File: config.mk
export PLATFORM = sky130hd
export DESIGN_NAME = one_wire_bus_master_unit_flat
export DESIGN_NICKNAME = d
export VERILOG_FILES = /design/src/hw/rtl/owbm_pkg.sv /design/src/hw/rtl/owbm_if.sv /design/src/hw/rtl/one_wire_bus_master_unit.sv /design/src/hw/rtl/owbm_cfg.sv /design/src/hw/rtl/owbm_seq.sv /design/src/flat_wrapper.sv
export VERILOG_INCLUDE_DIRS = /design/src /design/src/hw/rtl
export SDC_FILE = /design/constraint.sdc
export NUM_CORES = 1
export LEC_CHECK = 0
export ABC_AREA = 1
export BUFFER_PORTS_ARGS = -buffer_cell sky130_fd_sc_hd__buf_2
export CAP_MARGIN = 20
export CORE_ASPECT_RATIO = 0.75
export CORE_MARGIN = 2
export CORE_UTILIZATION = 35
export DETAILED_ROUTE_END_ITERATION = 12
export GPL_TIMING_DRIVEN = 0
export PLACE_DENSITY_LB_ADDON = 0.12
export SLEW_MARGIN = 20
export SYNTH_ARGS = -nofsm -noshare
export SYNTH_HDL_FRONTEND = slang
export SYNTH_SLANG_ARGS = --single-unit
File: constraint.sdc
create_clock -name i_clk -period 5.1 [get_ports i_clk]
set_input_delay 1.02 -clock i_clk [delete_from_list [all_inputs] [get_ports i_clk]]
set_output_delay 1.02 -clock i_clk [all_outputs]
set_load 0.005 [all_outputs]
File: src/hw/rtl/one_wire_bus_master_unit_macros.svh
// ----------------------------------------------------------------------------
// One-wire bus master assertion macros
// Clocked assertion helpers used by the one-wire master top level.
// ----------------------------------------------------------------------------
`ifndef ONE_WIRE_BUS_MASTER_UNIT_MACROS_SVH
`define ONE_WIRE_BUS_MASTER_UNIT_MACROS_SVH

// checked only outside reset
`define OWBM_ASSERT(lbl, prop, msg) \
    lbl: assert property (@(posedge i_clk) disable iff (!i_rst_n) prop) else $error(msg);

// checked on every edge, reset included
`define OWBM_ASSERT_ALWAYS(lbl, prop, msg) \
    lbl: assert property (@(posedge i_clk) prop) else $error(msg);

`endif

File: src/hw/rtl/owbm_pkg.sv
// ----------------------------------------------------------------------------
// One-wire bus master package
// Shared widths, command, phase and register codes, and bundle types.
// ----------------------------------------------------------------------------
`timescale 1ns / 1ps

package owbm_pkg;

    localparam int CFG_BITS     = 16;
    localparam int BYTE_BITS    = 8;
    localparam int BIT_IDX_BITS = 3;
    localparam int PHASE_BITS   = 4;
    localparam int CMD_BITS     = 2;
    localparam int REG_IDX_BITS = 3;

    typedef logic [CMD_BITS-1:0]     t_cmd;
    typedef logic [PHASE_BITS-1:0]   t_phase;
    typedef logic [REG_IDX_BITS-1:0] t_reg_idx;
    typedef logic [CFG_BITS-1:0]     t_len;

    // commands
    localparam t_cmd CMD_NONE  = 2'd0;
    localparam t_cmd CMD_RESET = 2'd1;
    localparam t_cmd CMD_WRITE = 2'd2;
    localparam t_cmd CMD_READ  = 2'd3;

    // sequencer phases
    localparam t_phase PH_IDLE     = 4'd0;
    localparam t_phase PH_RST_LOW  = 4'd1;
    localparam t_phase PH_RST_WAIT = 4'd2;
    localparam t_phase PH_RST_TAIL = 4'd3;
    localparam t_phase PH_WR_LOW   = 4'd4;
    localparam t_phase PH_WR_REL   = 4'd5;
    localparam t_phase PH_RD_LOW   = 4'd6;
    localparam t_phase PH_RD_WAIT  = 4'd7;
    localparam t_phase PH_RD_REST  = 4'd8;

    // register map
    localparam t_reg_idx REG_RESET_LOW     = 3'd0;
    localparam t_reg_idx REG_PRESENCE_WAIT = 3'd1;
    localparam t_reg_idx REG_RESET_TAIL    = 3'd2;
    localparam t_reg_idx REG_SHORT_LOW     = 3'd3;
    localparam t_reg_idx REG_SLOT          = 3'd4;
    localparam t_reg_idx REG_READ_SAMPLE   = 3'd5;

    localparam t_len DEF_RESET_LOW     = 16'd480;
    localparam t_len DEF_PRESENCE_WAIT = 16'd80;
    localparam t_len DEF_RESET_TAIL    = 16'd400;
    localparam t_len DEF_SHORT_LOW     = 16'd1;
    localparam t_len DEF_SLOT          = 16'd60;
    localparam t_len DEF_READ_SAMPLE   = 16'd0;

    // release time after a written zero
    localparam t_len RECOVERY_TICKS = 16'd1;

    typedef struct packed {
        t_len reset_low;
        t_len presence_wait;
        t_len reset_tail;
        t_len short_low;
        t_len slot;
        t_len read_sample;
    } t_cfg;

    typedef struct packed {
        t_phase                  phase;
        logic [BIT_IDX_BITS-1:0] bit_idx;
        logic [BYTE_BITS-1:0]    shift;
        logic                    presence;
        logic [BYTE_BITS-1:0]    last_read;
    } t_state;

    typedef struct packed {
        logic                 drive_low;
        logic                 busy_res;
        logic                 done_res;
        logic                 presence;
        logic [BYTE_BITS-1:0] read_data;
    } t_result;

endpackage

File: src/hw/rtl/owbm_if.sv
// ----------------------------------------------------------------------------
// One-wire bus master channel interfaces
// Tick input, result output and register write channels.
// ----------------------------------------------------------------------------
`timescale 1ns / 1ps

interface owbm_in_if;
    import owbm_pkg::*;
    logic                 valid;
    logic                 ready;
    t_cmd                 command;
    logic [BYTE_BITS-1:0] write_data;
    logic                 line_level;
    modport source (output valid, command, write_data, line_level, input ready);
    modport sink   (input valid, command, write_data, line_level, output ready);
endinterface

interface owbm_out_if;
    import owbm_pkg::*;
    logic                 valid;
    logic                 ready;
    logic                 drive_low;
    logic                 busy_res;
    logic                 done_res;
    logic                 presence;
    logic [BYTE_BITS-1:0] read_data;
    modport source (output valid, drive_low, busy_res, done_res, presence, read_data,
                    input ready);
    modport sink   (input valid, drive_low, busy_res, done_res, presence, read_data,
                    output ready);
endinterface

interface owbm_cfg_if;
    import owbm_pkg::*;
    logic     valid;
    logic     ready;
    t_reg_idx index;
    t_len     data;
    modport source (output valid, index, data, input ready);
    modport sink   (input valid, index, data, output ready);
endinterface

File: src/hw/rtl/one_wire_bus_master_unit.sv
// ----------------------------------------------------------------------------
// One-wire bus master unit
// Open-drain single-wire bus master stepped once per bus tick.
//   i_in  : one word per bus tick - command (none, reset, write, read),
//           write byte and the sampled line level.
//   o_out : one word per accepted tick - line drive, busy, done, presence
//           flag and the byte from the last completed read.
//   i_cfg : register writes (index, 16-bit data), always ready; the user must
//           write only while the unit is idle, the block does not enforce it.
// The result word is loaded into the output register when the tick is
// accepted. Throughput: one tick per cycle while o_out is not stalled, set by
// the state registers and the single output register, both loaded on acceptance.
// Commands arriving while a command runs are ignored.
// Reset: timing registers return to their defaults, the sequencer goes
// idle with presence and read byte cleared, the output register empties.
// Stall: while a result waits with o_out.ready low, i_in.ready is low and
// the sequencer holds; the word is taken and a new tick enters together.
// ----------------------------------------------------------------------------
`timescale 1ns / 1ps
`include "one_wire_bus_master_unit_macros.svh"

module one_wire_bus_master_unit #(
    parameter int TIMER_BITS = 16
) (
    input  logic        i_clk,
    input  logic        i_rst_n,
    owbm_in_if.sink     i_in,
    owbm_out_if.source  o_out,
    owbm_cfg_if.sink    i_cfg
);
    import owbm_pkg::*;

    // timing registers
    t_cfg cfg;

    owbm_cfg u_cfg (
        .i_clk   (i_clk),
        .i_rst_n (i_rst_n),
        .i_cfg   (i_cfg),
        .o_cfg   (cfg)
    );

    // sequencer state
    t_state                r_state;
    t_state                n_state;
    logic [TIMER_BITS-1:0] r_timer;
    logic [TIMER_BITS-1:0] n_timer;

    // output register
    logic    r_out_valid;
    t_result r_out;
    t_result n_out;

    logic in_take;

    // room when empty or when the held word leaves this cycle
    assign i_in.ready = !r_out_valid || o_out.ready;
    assign in_take    = i_in.valid && i_in.ready;

    owbm_seq #(
        .TIMER_BITS (TIMER_BITS)
    ) u_seq (
        .i_cfg        (cfg),
        .i_state      (r_state),
        .i_timer      (r_timer),
        .i_command    (i_in.command),
        .i_write_data (i_in.write_data),
        .i_line_level (i_in.line_level),
        .o_state      (n_state),
        .o_timer      (n_timer),
        .o_result     (n_out)
    );

    // state moves only on an accepted tick
    always_ff @(posedge i_clk) begin
        if (!i_rst_n) begin
            r_state.phase     <= PH_IDLE;
            r_state.bit_idx   <= '0;
            r_state.shift     <= '0;
            r_state.presence  <= 1'b0;
            r_state.last_read <= '0;
            r_timer           <= '0;
        end else if (in_take) begin
            r_state <= n_state;
            r_timer <= n_timer;
        end
    end

    always_ff @(posedge i_clk) begin
        if (!i_rst_n) begin
            r_out_valid <= 1'b0;
        end else if (in_take) begin
            r_out_valid <= 1'b1;
        end else if (o_out.ready) begin
            r_out_valid <= 1'b0;
        end
    end

    // payload, no reset
    always_ff @(posedge i_clk) begin
        if (in_take) begin
            r_out <= n_out;
        end
    end

    assign o_out.valid     = r_out_valid;
    assign o_out.drive_low = r_out.drive_low;
    assign o_out.busy_res  = r_out.busy_res;
    assign o_out.done_res  = r_out.done_res;
    assign o_out.presence  = r_out.presence;
    assign o_out.read_data = r_out.read_data;

    // a stalled result word blocks the input
    `OWBM_ASSERT(a_stall_blocks_in, (o_out.valid && !o_out.ready) |-> !i_in.ready, "input taken while result stalled")

    // an idle tick with no command gives a quiet, not-busy result
    `OWBM_ASSERT(a_idle_quiet, (in_take && r_state.phase == PH_IDLE && i_in.command == CMD_NONE) |=> (o_out.valid && !o_out.busy_res && !o_out.drive_low && !o_out.done_res), "idle tick gave activity")

    // idle always leaves timer and bit counter cleared
    `OWBM_ASSERT_ALWAYS(a_idle_clean, (i_rst_n && $past(i_rst_n) && r_state.phase == PH_IDLE) |-> (r_timer == '0 && r_state.bit_idx == '0), "idle with stale timer or bit count")

endmodule

File: src/hw/rtl/owbm_cfg.sv
// ----------------------------------------------------------------------------
// One-wire bus master register file
// Six timing registers, written through the configuration channel.
// ----------------------------------------------------------------------------
`timescale 1ns / 1ps

module owbm_cfg (
    input  logic          i_clk,
    input  logic          i_rst_n,
    owbm_cfg_if.sink      i_cfg,
    output owbm_pkg::t_cfg o_cfg
);
    import owbm_pkg::*;

    t_cfg r_cfg;
    t_cfg n_cfg;

    assign i_cfg.ready = 1'b1;
    assign o_cfg       = r_cfg;

    always_comb begin
        n_cfg = r_cfg;
        if (i_cfg.valid) begin
            unique case (i_cfg.index)
                REG_RESET_LOW:     n_cfg.reset_low     = i_cfg.data;
                REG_PRESENCE_WAIT: n_cfg.presence_wait = i_cfg.data;
                REG_RESET_TAIL:    n_cfg.reset_tail    = i_cfg.data;
                REG_SHORT_LOW:     n_cfg.short_low     = i_cfg.data;
                REG_SLOT:          n_cfg.slot          = i_cfg.data;
                REG_READ_SAMPLE:   n_cfg.read_sample   = i_cfg.data;
                default:           n_cfg               = r_cfg; // unmapped index
            endcase
        end
    end

    always_ff @(posedge i_clk) begin
        if (!i_rst_n) begin
            r_cfg.reset_low     <= DEF_RESET_LOW;
            r_cfg.presence_wait <= DEF_PRESENCE_WAIT;
            r_cfg.reset_tail    <= DEF_RESET_TAIL;
            r_cfg.short_low     <= DEF_SHORT_LOW;
            r_cfg.slot          <= DEF_SLOT;
            r_cfg.read_sample   <= DEF_READ_SAMPLE;
        end else begin
            r_cfg <= n_cfg;
        end
    end

endmodule

File: src/hw/rtl/owbm_seq.sv
// ----------------------------------------------------------------------------
// One-wire bus master tick sequencer
// Next phase, timer, shift byte and result for one bus tick.
// ----------------------------------------------------------------------------
`timescale 1ns / 1ps

module owbm_seq #(
    parameter int TIMER_BITS = 16
) (
    input  owbm_pkg::t_cfg                   i_cfg,
    input  owbm_pkg::t_state                 i_state,
    input  logic [TIMER_BITS-1:0]            i_timer,
    input  owbm_pkg::t_cmd                   i_command,
    input  logic [owbm_pkg::BYTE_BITS-1:0]   i_write_data,
    input  logic                             i_line_level,
    output owbm_pkg::t_state                 o_state,
    output logic [TIMER_BITS-1:0]            o_timer,
    output owbm_pkg::t_result                o_result
);
    import owbm_pkg::*;

    localparam logic [63:0] TMAX_W = (64'd1 << TIMER_BITS) - 64'd1;
    localparam logic [TIMER_BITS-1:0] TMAX = TMAX_W[TIMER_BITS-1:0];

    // length limited to what the timer can reach
    function automatic logic [TIMER_BITS-1:0] clip(input t_len len);
        logic [63:0] l;
        l = 64'(len);
        if (l > TMAX_W) begin
            return TMAX;
        end
        return l[TIMER_BITS-1:0];
    endfunction

    function automatic logic [TIMER_BITS-1:0] sat_inc(input logic [TIMER_BITS-1:0] t);
        return (t == TMAX) ? t : t + 1'b1;
    endfunction

    t_state                st;
    logic [TIMER_BITS-1:0] tm;
    logic                  fin;
    logic                  cur_bit;
    t_result               res;

    always_comb begin
        st      = i_state;
        tm      = i_timer;
        fin     = 1'b0;
        res     = '0;
        cur_bit = 1'b0;

        if (st.phase == PH_IDLE && i_command != CMD_NONE) begin
            tm         = '0;
            st.bit_idx = '0;
            if (i_command == CMD_RESET) begin
                st.phase = PH_RST_LOW;
            end else if (i_command == CMD_WRITE) begin
                st.phase = PH_WR_LOW;
                st.shift = i_write_data;
            end else begin
                st.phase = PH_RD_LOW;
                st.shift = '0;
            end
        end

        if (st.phase != PH_IDLE) begin
            cur_bit      = st.shift[0];
            res.busy_res = 1'b1;
            unique case (st.phase)
                PH_RST_LOW: begin
                    res.drive_low = 1'b1;
                    tm = sat_inc(tm);
                    if (tm >= clip(i_cfg.reset_low)) begin
                        st.phase = PH_RST_WAIT;
                        tm       = '0;
                    end
                end
                PH_RST_WAIT: begin
                    if (tm >= clip(i_cfg.presence_wait)) begin
                        st.presence = ~i_line_level;
                        tm          = '0;
                        if (i_cfg.reset_tail == '0) begin
                            fin = 1'b1;
                        end else begin
                            st.phase = PH_RST_TAIL;
                        end
                    end else begin
                        tm = tm + 1'b1;
                    end
                end
                PH_RST_TAIL: begin
                    tm = sat_inc(tm);
                    if (tm >= clip(i_cfg.reset_tail)) begin
                        fin = 1'b1;
                    end
                end
                PH_WR_LOW: begin
                    res.drive_low = 1'b1;
                    tm = sat_inc(tm);
                    if (tm >= clip(cur_bit ? i_cfg.short_low : i_cfg.slot)) begin
                        st.phase = PH_WR_REL;
                        tm       = '0;
                    end
                end
                PH_WR_REL: begin
                    tm = sat_inc(tm);
                    if (tm >= clip(cur_bit ? i_cfg.slot : RECOVERY_TICKS)) begin
                        st.shift = {1'b0, st.shift[BYTE_BITS-1:1]};
                        tm       = '0;
                        if (st.bit_idx == '1) begin
                            fin = 1'b1;
                        end else begin
                            st.phase = PH_WR_LOW;
                        end
                        st.bit_idx = st.bit_idx + 1'b1;
                    end
                end
                PH_RD_LOW: begin
                    res.drive_low = 1'b1;
                    tm = sat_inc(tm);
                    if (tm >= clip(i_cfg.short_low)) begin
                        st.phase = PH_RD_WAIT;
                        tm       = '0;
                    end
                end
                PH_RD_WAIT: begin
                    if (tm >= clip(i_cfg.read_sample)) begin
                        st.shift = {i_line_level, st.shift[BYTE_BITS-1:1]};
                        st.phase = PH_RD_REST;
                        tm       = '0;
                    end else begin
                        tm = tm + 1'b1;
                    end
                end
                PH_RD_REST: begin
                    tm = sat_inc(tm);
                    if (tm >= clip(i_cfg.slot)) begin
                        tm = '0;
                        if (st.bit_idx == '1) begin
                            st.last_read = st.shift;
                            fin          = 1'b1;
                        end else begin
                            st.phase = PH_RD_LOW;
                        end
                        st.bit_idx = st.bit_idx + 1'b1;
                    end
                end
                default: begin
                    st.phase = PH_IDLE;
                    tm       = '0;
                end
            endcase
            if (fin) begin
                res.done_res = 1'b1;
                st.phase     = PH_IDLE;
                tm           = '0;
            end
        end

        res.presence  = st.presence;
        res.read_data = st.last_read;
    end

    assign o_state  = st;
    assign o_timer  = tm;
    assign o_result = res;

endmodule

File: src/flat_wrapper.sv
// flat-port wrapper written by rule: the top's interface ports become plain ports
module one_wire_bus_master_unit_flat import owbm_pkg::*;
#(
    parameter int TIMER_BITS = 16
)
  (i_clk, i_rst_n, i_in_valid, i_in_command, i_in_write_data, i_in_line_level, i_in_ready, o_out_valid, o_out_drive_low, o_out_busy_res, o_out_done_res, o_out_presence, o_out_read_data, o_out_ready, i_cfg_valid, i_cfg_index, i_cfg_data, i_cfg_ready);
  owbm_in_if i_in_i ();
  owbm_out_if o_out_i ();
  owbm_cfg_if i_cfg_i ();
  input  logic i_clk;
  input  logic i_rst_n;
  input wire logic [$bits(i_in_i.valid)-1:0] i_in_valid;
  input wire logic [$bits(i_in_i.command)-1:0] i_in_command;
  input wire logic [$bits(i_in_i.write_data)-1:0] i_in_write_data;
  input wire logic [$bits(i_in_i.line_level)-1:0] i_in_line_level;
  output wire logic [$bits(i_in_i.ready)-1:0] i_in_ready;
  output wire logic [$bits(o_out_i.valid)-1:0] o_out_valid;
  output wire logic [$bits(o_out_i.drive_low)-1:0] o_out_drive_low;
  output wire logic [$bits(o_out_i.busy_res)-1:0] o_out_busy_res;
  output wire logic [$bits(o_out_i.done_res)-1:0] o_out_done_res;
  output wire logic [$bits(o_out_i.presence)-1:0] o_out_presence;
  output wire logic [$bits(o_out_i.read_data)-1:0] o_out_read_data;
  input wire logic [$bits(o_out_i.ready)-1:0] o_out_ready;
  input wire logic [$bits(i_cfg_i.valid)-1:0] i_cfg_valid;
  input wire logic [$bits(i_cfg_i.index)-1:0] i_cfg_index;
  input wire logic [$bits(i_cfg_i.data)-1:0] i_cfg_data;
  output wire logic [$bits(i_cfg_i.ready)-1:0] i_cfg_ready;
  assign i_in_i.valid = i_in_valid;
  assign i_in_i.command = i_in_command;
  assign i_in_i.write_data = i_in_write_data;
  assign i_in_i.line_level = i_in_line_level;
  assign i_in_ready = i_in_i.ready;
  assign o_out_valid = o_out_i.valid;
  assign o_out_drive_low = o_out_i.drive_low;
  assign o_out_busy_res = o_out_i.busy_res;
  assign o_out_done_res = o_out_i.done_res;
  assign o_out_presence = o_out_i.presence;
  assign o_out_read_data = o_out_i.read_data;
  assign o_out_i.ready = o_out_ready;
  assign i_cfg_i.valid = i_cfg_valid;
  assign i_cfg_i.index = i_cfg_index;
  assign i_cfg_i.data = i_cfg_data;
  assign i_cfg_ready = i_cfg_i.ready;
  one_wire_bus_master_unit #(.TIMER_BITS(TIMER_BITS)) u_core (.i_clk(i_clk), .i_rst_n(i_rst_n), .i_in(i_in_i), .o_out(o_out_i), .i_cfg(i_cfg_i));
endmodule
Word level (Yosys, flattened, before mapping). Index checks and enable logic that the tools add are counted.

Add/subtract/negate cells: 2. Magnitude comparators: 8. Eq/ne operators: 17. Mux-type cells: 53. Bitwise operators: 1. Reduce and logical (&&, ||, !) cells: 17.

Operator list (count): $mux W16 (13); $ge A16 B16 Y1 (8); $pmux W16 S8 (1); $mux W8 (6); $mux W4 (9); $pmux W4 S8 (1); $mux W15 (2); $mux W24 (1); $add A16 B1 Y16 const B (1); $eq A16 B16 Y1 const B (1); $eq A4 B3 Y1 const B (4); $logic_not A16 Y1 (1); $pmux W8 S2 (1); $mux W1 (13); $reduce_and A2 Y1 (6); $eq A3 B3 Y1 const B (3); $eq A4 B2 Y1 const B (2); $mux W7 (1); $eq A3 B2 Y1 const B (2); $pmux W3 S2 (1); $eq A4 B1 Y1 const B (1); $eq A4 B4 Y1 const B (1); $logic_not A4 Y1 (1); $mux W2 (2); 14 further kinds (16).

Flip-flop bits (word level): 149. Input bits: 35. Output and inout port bits: 15.

Depth between registers and ports, before layout. Gate-level depths: netlist (run 1).

Depth in word-level cells: 11. Depth in mapped cells: 29. Depth with buffers taken out: 28.

Hierarchy. A second synthesis (run 1) with hierarchy kept.

Cell total of the unflattened synthesis: 1985. Area total of the unflattened synthesis: 12439.4 µm².

Modules (own cells, without submodules): owbm_seq (times used 1, cells each 1163, area an instance 6378.6 µm²); owbm_cfg (times used 1, cells each 543, area an instance 3836.2 µm²); one_wire_bus_master_unit (times used 1, cells each 279, area an instance 2224.6 µm²).

Worst setup path after synthesis (run 1). Ideal clock, no wire load.

Kind: input port to flip-flop. From: input i_in_command[0]. To: register u_core.r_timer[8]. Arrival time: 4.890 ns. Required time: 5.034 ns. Slack: 0.143 ns. Cell stages on the path: 26. Buffers on the path: 4. Path through: inv_1 -> ha_1 -> nor2_2 -> nand3_4 -> buf_8 -> nand2_1 -> inv_1 -> ha_1 -> nand4_2 -> nor2_4 -> nand2_4 -> clkbuf_1 -> nand2_1 -> ha_1 -> a21oi_1 -> nor2_1 -> a211oi_1 -> o221a_2 -> buf_1 -> clkbuf_1 -> nand4_1 -> nand2_1 -> nor2_1 -> nand2_1 -> nand2_2 -> a21oi_2.

Longest elaborated chain between the ends: 11. Elaborated cells between the ends (all ways): 50. Classes of those cells: add/sub (1); order compare (8); eq/ne (12); mux (26); reduce/logical (3).

RTL lines: start, declared (RTL line flat_wrapper.sv:13) `input wire logic [$bits(i_in_i.command)-1:0] i_in_command;`; $reduce_bool A2 Y1 or $eq A2 B2 Y1 (tied branches) (RTL line owbm_seq.sv:52, owbm_seq.sv:57); $logic_and A1 B1 Y1 or $mux W8 (tied branches) (RTL line owbm_seq.sv:52, owbm_seq.sv:57); $mux W16 or $mux W8 (tied branches) (RTL line owbm_seq.sv:52, owbm_seq.sv:55); $add A16 B1 Y16, or another cell as far along (RTL line owbm_seq.sv:36, owbm_seq.sv:88, owbm_seq.sv:132); $mux W16 (on tied branches) (RTL line owbm_seq.sv:36, owbm_seq.sv:107); $ge A16 B16 Y1 (on tied branches) (RTL line owbm_seq.sv:137, owbm_seq.sv:93, owbm_seq.sv:107); $mux W1 (on tied branches) (RTL line owbm_seq.sv:137, owbm_seq.sv:93, owbm_seq.sv:107); $pmux W1 S4 (RTL line owbm_seq.sv:69) `unique case (st.phase)`; $mux W1 (RTL line owbm_seq.sv:66) `if (st.phase != PH_IDLE) begin`; $mux W16 (RTL line owbm_seq.sv:153) `if (fin) begin`; $mux W16 (*) (RTL line owbm_seq.sv:66); end signal, assigned (RTL line one_wire_bus_master_unit.sv:85) `r_timer <= n_timer;`; end, declared (RTL line one_wire_bus_master_unit.sv:46) `logic [TIMER_BITS-1:0] r_timer;`.

Every way passes the cells marked *; elsewhere a longest branch is shown, timed or not. The select of a mux whose other input is x is not followed. A chain may end at the register's enable or synchronous reset.

Worst setup path after layout (run 1).
From: input i_in_command[0]. To: register u_core.r_timer[13].

The elaborated chain is that of the path after synthesis.

==> out/metrics.cfg, run 1 <==
[synth]
synth_area_leader_cell = dfxtp_1
synth_cells = 1710
synth_fa_ha_area_share_pct = 13.86
synth_edf_count = 12
synthesis.nets = 1871
netlist_top_cells_count = 378 x nand2_1, 219 x inv_1, 157 x o21ai_0
ys_ff_latch = 149
async_reset_ff_share_pct = 0
netlist-cell-type-count = 44
synth_ff_type = dfxtp_1
synth.mux.area_fraction_pct = 0
netlist_area_um2 = 11370
synth_top_family_by_area = simple AND/OR/NAND/NOR gates
synthSimpleGateAreaFrac_pct = 29.47
ys_seq_area_share_pct = 27.28
synth.top_cell.area_share_pct = 24.11
synth-compound-area-share_pct = 17.89
synth_area_leaders = dfxtp_1 24%, ha_1 14%, nand2_1 12%
yosysWarningCount = 0
syn_avg_cell_area_um2 = 6.651
yosysMostFrequentCell = nand2_1
synth-xor-area-share_pct = 1.001

[timing]
period_share_pct = 96.82
hold-worst-slack_ns = 0.4578
maxSlewHeadroom_pct = 30.42
final-hold-violation-count = 0
maxSlewViolCount = 0
setup_violations = 0
period_needed_ns = 4.938
fmax_mhz = 202.5
rsz0062_at_grt = false
finClkSkew_ns = 0.01228
tightest_slew_ns = 1.038

[cells_and_area]
drive_above_1_share_pct = 13.09
fin_area_um2 = 13340
register_area_um2 = 3103
diodes = 0
multi_input_area_um2 = 7427
area_delta_synth_final_pct = 17.30
fillers = 3402
nets = 1959
finalNonFillerCells = 2253

[critical_path]
critical_path_class = primary input to flop
crit_start = i_in_command[0]
r2r_slack_ns = 0.65
crit_slowest_cell = ha_1
critPathCaptureType = flop
critPathArrivalTime_ns = 5.32
regToRegStartpoint = u_core.r_state[22]
cp.required_ns = 5.48
crit_path_start_kind = primary input
path_max_fanout = 10
worst_path_largest_cell_delay_ns = 0.34
endpoint = u_core.r_timer[13]
path_buf_inv = 7
r2r_end = u_core.r_timer[13]
critical_path.top_delay_family = simple AND/OR/NAND/NOR gates
cp.depth = 27
r2r_cells = 24

[cts]
cts_buffer_depth = 2
cts_tree = done
clkTransAtPathRegs_ns = 0.06
cts_root_buffer = clkbuf_16
clock_sinks = 149
h-tree-depth = 4
numCtsBuffers = 17
clock_latency_ns = 0.45

[die]
core_area_um2 = 32160
num_rows = 57
ios = 50
initial_core_util_pct = 35.36
die-area_um2 = 33970
die_w_um = 212.2
die_h_um = 160.1

[hold_path]
holdPathStages = 2
holdCritPathClass = flop to flop

[pwr]
p_per_area_nw_per_um2 = 392.6
peakVddDrop_uv = 259.2
power.total_w = 0.005238
p_leak_nw = 6.368

[global_routing]
grt_start_max_net_pins = 22
grtUsageTotal_pct = 24.91
grt_pass1_wl_mm = 64.16
grt_overflow_total = 0
antenna_found_initial = 0
grt_pass1_vias = 10986

[route]
routed_via_density = 5.245
vias = 11818
drcViolationCount = 0
drt-total-wl_mm = 41.66
postRouteAntennaNets = 0
first_pass_iters = 6
drtIter0Drc = 1022
wl_per_cell_um = 18.49

[run_status]
status = completed

[placed_design]
dpl_cell_area_um2 = 12170
dp_cells = 2200
io_buffers = 48
hpwl_mm = 30.95
place_congestion = 0.8751

[flow_run]
max-cap-violations = 0

==> how the worst min path moves through the flow <==
stage	startpoint	to	slack (ns)
after floorplan	u_core.u_cfg.o_cfg[10]	u_core.u_cfg.o_cfg[10]	0.43
after global placement	u_core.u_cfg.o_cfg[7]	u_core.u_cfg.o_cfg[7]	0.45
after detailed placement	u_core.u_cfg.o_cfg[89]	u_core.u_cfg.o_cfg[89]	0.45
after CTS	u_core.u_cfg.o_cfg[89]	u_core.u_cfg.o_cfg[89]	0.46
after global routing	u_core.u_cfg.o_cfg[8]	u_core.u_cfg.o_cfg[8]	0.47
final	u_core.u_cfg.o_cfg[89]	u_core.u_cfg.o_cfg[89]	0.46
==> layout by cell type (no fill, tap or decap), types with 18 or more instances in the layout <==
cell type / instances
a21oi_1: 140
ha_1: 125
nand2_4: 20
buf_4: 26
nor3_1: 18
nand3_1: 46
clkbuf_16: 18
buf_2: 57
nand4_1: 98
nand2_2: 18
clkbuf_1: 49
o21ai_0: 157
nor2_1: 155
nand2_1: 359
dfxtp_1: 137
inv_1: 216
==> final cells by class <==
| class | instances | area share, % |
|---|---|---|
| Clock inverter | 14 | 1.144 |
| Timing Repair Buffer | 74 | 3.264 |
| Tap cell | 442 | 4.145 |
| Clock buffer | 18 | 3.292 |
| Multi-Input combinational cell | 1255 | 55.67 |
| Sequential cell | 149 | 23.26 |
| Buffer | 72 | 2.785 |
| Inverter | 229 | 6.443 |
==> kinds of logic (layout without fill, tap and decap cells) <==
logic type,Yosys count,in the layout
other cells,1,1
buf+inv,306,407
flops,149,149
simple gates,747,747
compound gates,368,368
fa+ha+maj,126,126
xor+xnor,13,13
==> layer usage <==
metal  part of all wire, %  global-route usage, %
met5                     0                      0
met2                    41                  36.05
met3                   7.8                  6.293
met4                   1.4                  5.666
met1                    50                  36.72
==> worst register-to-register path, cell delays in order (launching register included) <==
cell and delay [ns]:
dfxtp_1 0.40, nor2_2 0.08, nand3_4 0.15, buf_12 0.19, buf_8 0.17, nand2_2 0.11
inv_2 0.10, nand4_1 0.21, nor2_1 0.21, nand3_2 0.14, nor2_4 0.16, nand3_1 0.13
xor2_2 0.27, nand2_4 0.15, clkbuf_4 0.23, ha_1 0.34, a21oi_1 0.16, o221a_2 0.18
nand2_1 0.10, a21oi_4 0.22, nand2_4 0.09, nor2_8 0.21, buf_12 0.18, nand2_2 0.07
a21oi_2 0.12
==> power breakdown <==
group          internal, W  switching (W)  total (W)
registers          0.00126      0.0000398    0.00130
clock network     0.000739       0.000587    0.00133
logic             0.000780        0.00183    0.00261
total              0.00278        0.00246    0.00524
==> stage by stage <==
step	utilization, %	setup TNS [ns]	setup WS, ns
after CTS	40.63	0	0.01669
final	41.48	0	0.1619
after floorplan	-	0	0.1433
after detailed placement	37.84	-60.79	-1.570
after global routing	41.48	0	0.001326
after global placement	37.83	-58.51	-1.537
==> sequential cells by signal, indices dropped and copies added, names as in the netlist <==
register,count
u_core.o_out.valid,1
u_core.u_cfg.o_cfg,96
u_core.o_out.done_res,1
u_core.o_out.busy_res,1
u_core.o_out.drive_low,1
u_core.o_out.presence,1
u_core.r_state,24
u_core.r_timer,16
u_core.o_out.read_data,8
==> repair_timing <==
action / 4_1_cts / 5_1_grt
setup endpoints to repair: 48 / 47
hold buffers: 0 / 0
pin swaps: 9 / 17
gates cloned: 0 / 0
resized for setup: 54 / 40
setup buffers: 11 / 15
Power figures use the tool's default switching activity.
==> inputs of run 2 (changes only) <==
--- a/config.mk
+++ b/config.mk
@@ -14,7 +14,7 @@
 export CORE_UTILIZATION = 35
 export DETAILED_ROUTE_END_ITERATION = 12
 export GPL_TIMING_DRIVEN = 0
-export PLACE_DENSITY_LB_ADDON = 0.12
+export PLACE_DENSITY = 0.62
 export SLEW_MARGIN = 20
 export SYNTH_ARGS = -nofsm -noshare
 export SYNTH_HDL_FRONTEND = slang
==> out/metrics.cfg, run 2 (synthesized netlist as in run 1, its figures left out) <==
[die]
initial_core_util_pct = 35.36  ; unchanged
core_area_um2 = 32160  ; unchanged
die_w_um = 212.2  ; unchanged
num_rows = 57  ; unchanged
die-area_um2 = 33970  ; unchanged
die_h_um = 160.1  ; unchanged
ios = 50  ; unchanged

[pwr]
power_frac_comb_pct = 49.1  ; -0.8 points
power.internal_w = 0.002866  ; +3.1%
peakVddDrop_uv = 261.8  ; +0.98%
p_leak_nw = 6.370  ; about the same
power.net_switching_w = 0.002442  ; -0.69%
p_clk_share_pct = 26.4  ; +1.1 points
p_per_area_nw_per_um2 = 397.3  ; +1.2%
swShare_pct = 46.01  ; -0.94 points
power_frac_seq_pct = 24.5  ; -0.3 points
power.total_w = 0.005308  ; +1.3%

[cts]
clock_latency_ns = 0.45  ; about the same
cts_tree = done
cts_root_buffer = clkbuf_16
clkTransAtPathRegs_ns = 0.07  ; about the same
clock_sinks = 149  ; unchanged
cts_buffer_depth = 2  ; unchanged
cts_hold_repair.buffers = 0  ; unchanged
h-tree-depth = 4  ; unchanged
numCtsBuffers = 17  ; unchanged

[cells_and_area]
area_delta_synth_final_pct = 17.47
drive_above_1_share_pct = 13.15  ; +0.062 points
finalNonFillerCells = 2252  ; -0.044%
fillers = 3325  ; -2.3%
largest_register_ffs = 96  ; unchanged
multi_input_area_um2 = 7443  ; +0.22%
nets = 1959  ; unchanged
diodes = 0  ; unchanged
register_area_um2 = 3103  ; unchanged
fin_util_pct = 41.54  ; +0.058 points
layout_common_cells = 362 x nand2_1, 215 x inv_1, 157 x o21ai_0
final_common_cell = nand2_1

[timing]
tightest_slew_ns = 1.096  ; +0.05869 ns
final-hold-violation-count = 0  ; unchanged
setup_tns_ns = 0  ; unchanged
setup_violations = 0  ; unchanged
period_needed_ns = 4.968  ; +0.03029 ns
maxSlewHeadroom_pct = 26.48  ; -3.9 points
fmax_mhz = 201.3  ; -0.61%
period_share_pct = 97.42  ; +0.59 points
rsz0062_at_grt = true
finClkSkew_ns = 0.01467  ; +0.002396 ns
maxSlewViolCount = 0  ; unchanged

[route]
routed_via_density = 5.382  ; +2.6%
drt-total-wl_mm = 39.38  ; -5.5%
vias = 12120  ; +2.6%
drtIter0Drc = 1274  ; +25%
first_pass_iters = 6  ; unchanged
met1_length_mm = 18.33  ; -12%
drcViolationCount = 0  ; unchanged
postRouteAntennaNets = 0  ; unchanged
wl_met2_mm = 16.41  ; -3.9%
wl_per_cell_um = 17.49  ; -5.4%
top_layer_used = met4
wl_met3_mm = 3.638  ; +12%

[placed_design]
place_congestion = 0.9118  ; +4.2%
io_buffers = 48  ; unchanged
hpwl_mm = 29.02  ; -6.3%
dp_cells = 2201  ; +0.045%

[hold_path]
holdCritPathClass = flop to flop

[run_status]
status = completed

[global_routing]
antenna_found_initial = 0  ; unchanged
grt_pass1_wl_mm = 60.66  ; -5.5%
grt_pass1_vias = 10945  ; -0.37%
grt_overflow_total = 0  ; unchanged
grtUsageTotal_pct = 23.13  ; -1.8 points
grt_start_max_net_pins = 22  ; unchanged

[critical_path]
critical_path.top_delay_family = compound AO/OA/AOI/OAI gates
path_cells = buf_2, inv_1, ha_1, nor2_2, nand3_4, buf_4, nand2_1, inv_1, ha_1, a21oi_1, nor2_1, a211oi_1, o2111ai_1, nand2_1, nor2_1, a21oi_4, nand2_4, nor2_8, buf_6, nand2_2, a21oi_2
critical_path_class = primary input to flop
path_max_fanout = 10  ; unchanged
cp.required_ns = 5.48  ; about the same
crit_path_start_kind = primary input
worst_path_largest_cell_delay_ns = 0.85  ; +0.51 ns
crit_slowest_cell = a211oi_1
critPathCaptureType = flop
path_buf_inv = 5  ; -2
critPathArrivalTime_ns = 5.35  ; +0.03 ns

[flow_run]
max-cap-violations = 0  ; unchanged

[run 2: changes by cell type in the layout (fill, tap and decap cells not counted), moves of 3 or more]
cell      before  now
nand2_1      359  362
clkinv_2       3    0
nand2_4       20   17
inv_6          2    6
[run 2: tightest hold or removal path, delay by kind of cell (launching register included)]
family	cells	cell delay, ns
compound gates	1	0.06
buf+inv	1	0.06
flops	1	0.30
[run 2: what timing repair did]
action / in CTS / in global routing
gates resized for setup: 51 / 39
cloned: 1 / 1
setup endpoints to repair: 48 / 48
setup buffers: 5 / 18
hold endpoints to repair: 0 / 0
pin swaps: 3 / 20
[run 2: stage by stage]
stage	area, µm²	hold WS, ns	setup slack (ns)
2_1_floorplan	11370	0.4331	0.1433
3_3_place_gp	12170	0.4451	-1.416
3_5_place_dp	12170	0.4519	-1.486
4_1_cts	13050	0.4620	0.03457
5_1_grt	13360	0.4756	-0.05257
6_report	13360	0.4585	0.1316
[run 2: per-layer routing]
layer	up-vias	GRT usage [%]
met2	528	34.04
met5	-	0
met4	0	7.298
li1	5913	-
met3	59	4.818
met1	5620	33.47
[run 2: final timing paths]
check | start | end | slack, ns | depth (start not counted)
worst min-delay path | u_core.u_cfg.o_cfg[5] | u_core.u_cfg.o_cfg[5] | 0.46 | 2
worst min register to register | u_core.u_cfg.o_cfg[5] | u_core.u_cfg.o_cfg[5] | 0.46 | 2
worst max register to register | u_core.r_state[23] | u_core.r_timer[7] | 0.69 | 24
worst max-delay path | i_in_command[0] | u_core.r_timer[7] | 0.13 | 21
[run 2: power by group through the flow]
stage               clock network (W)  registers, W  logic (W)
global placement                    0       0.00132    0.00226
floorplan                           0       0.00132    0.00160
detailed placement                  0       0.00133    0.00231
finish                        0.00140       0.00130    0.00261
global route                  0.00146       0.00131    0.00283
CTS                           0.00142       0.00130    0.00237
[run 2: cell type report]
class                      count  share of cell area [%]
inverter                     229                   6.434
tap                          442                   4.139
clock buffer                  18                   3.371
sequential                   149                   23.23
clock inverter                13                   1.358
timing repair buffer          72                   3.147
buffer                        72                   2.613
multi-input combinational   1257                   55.71
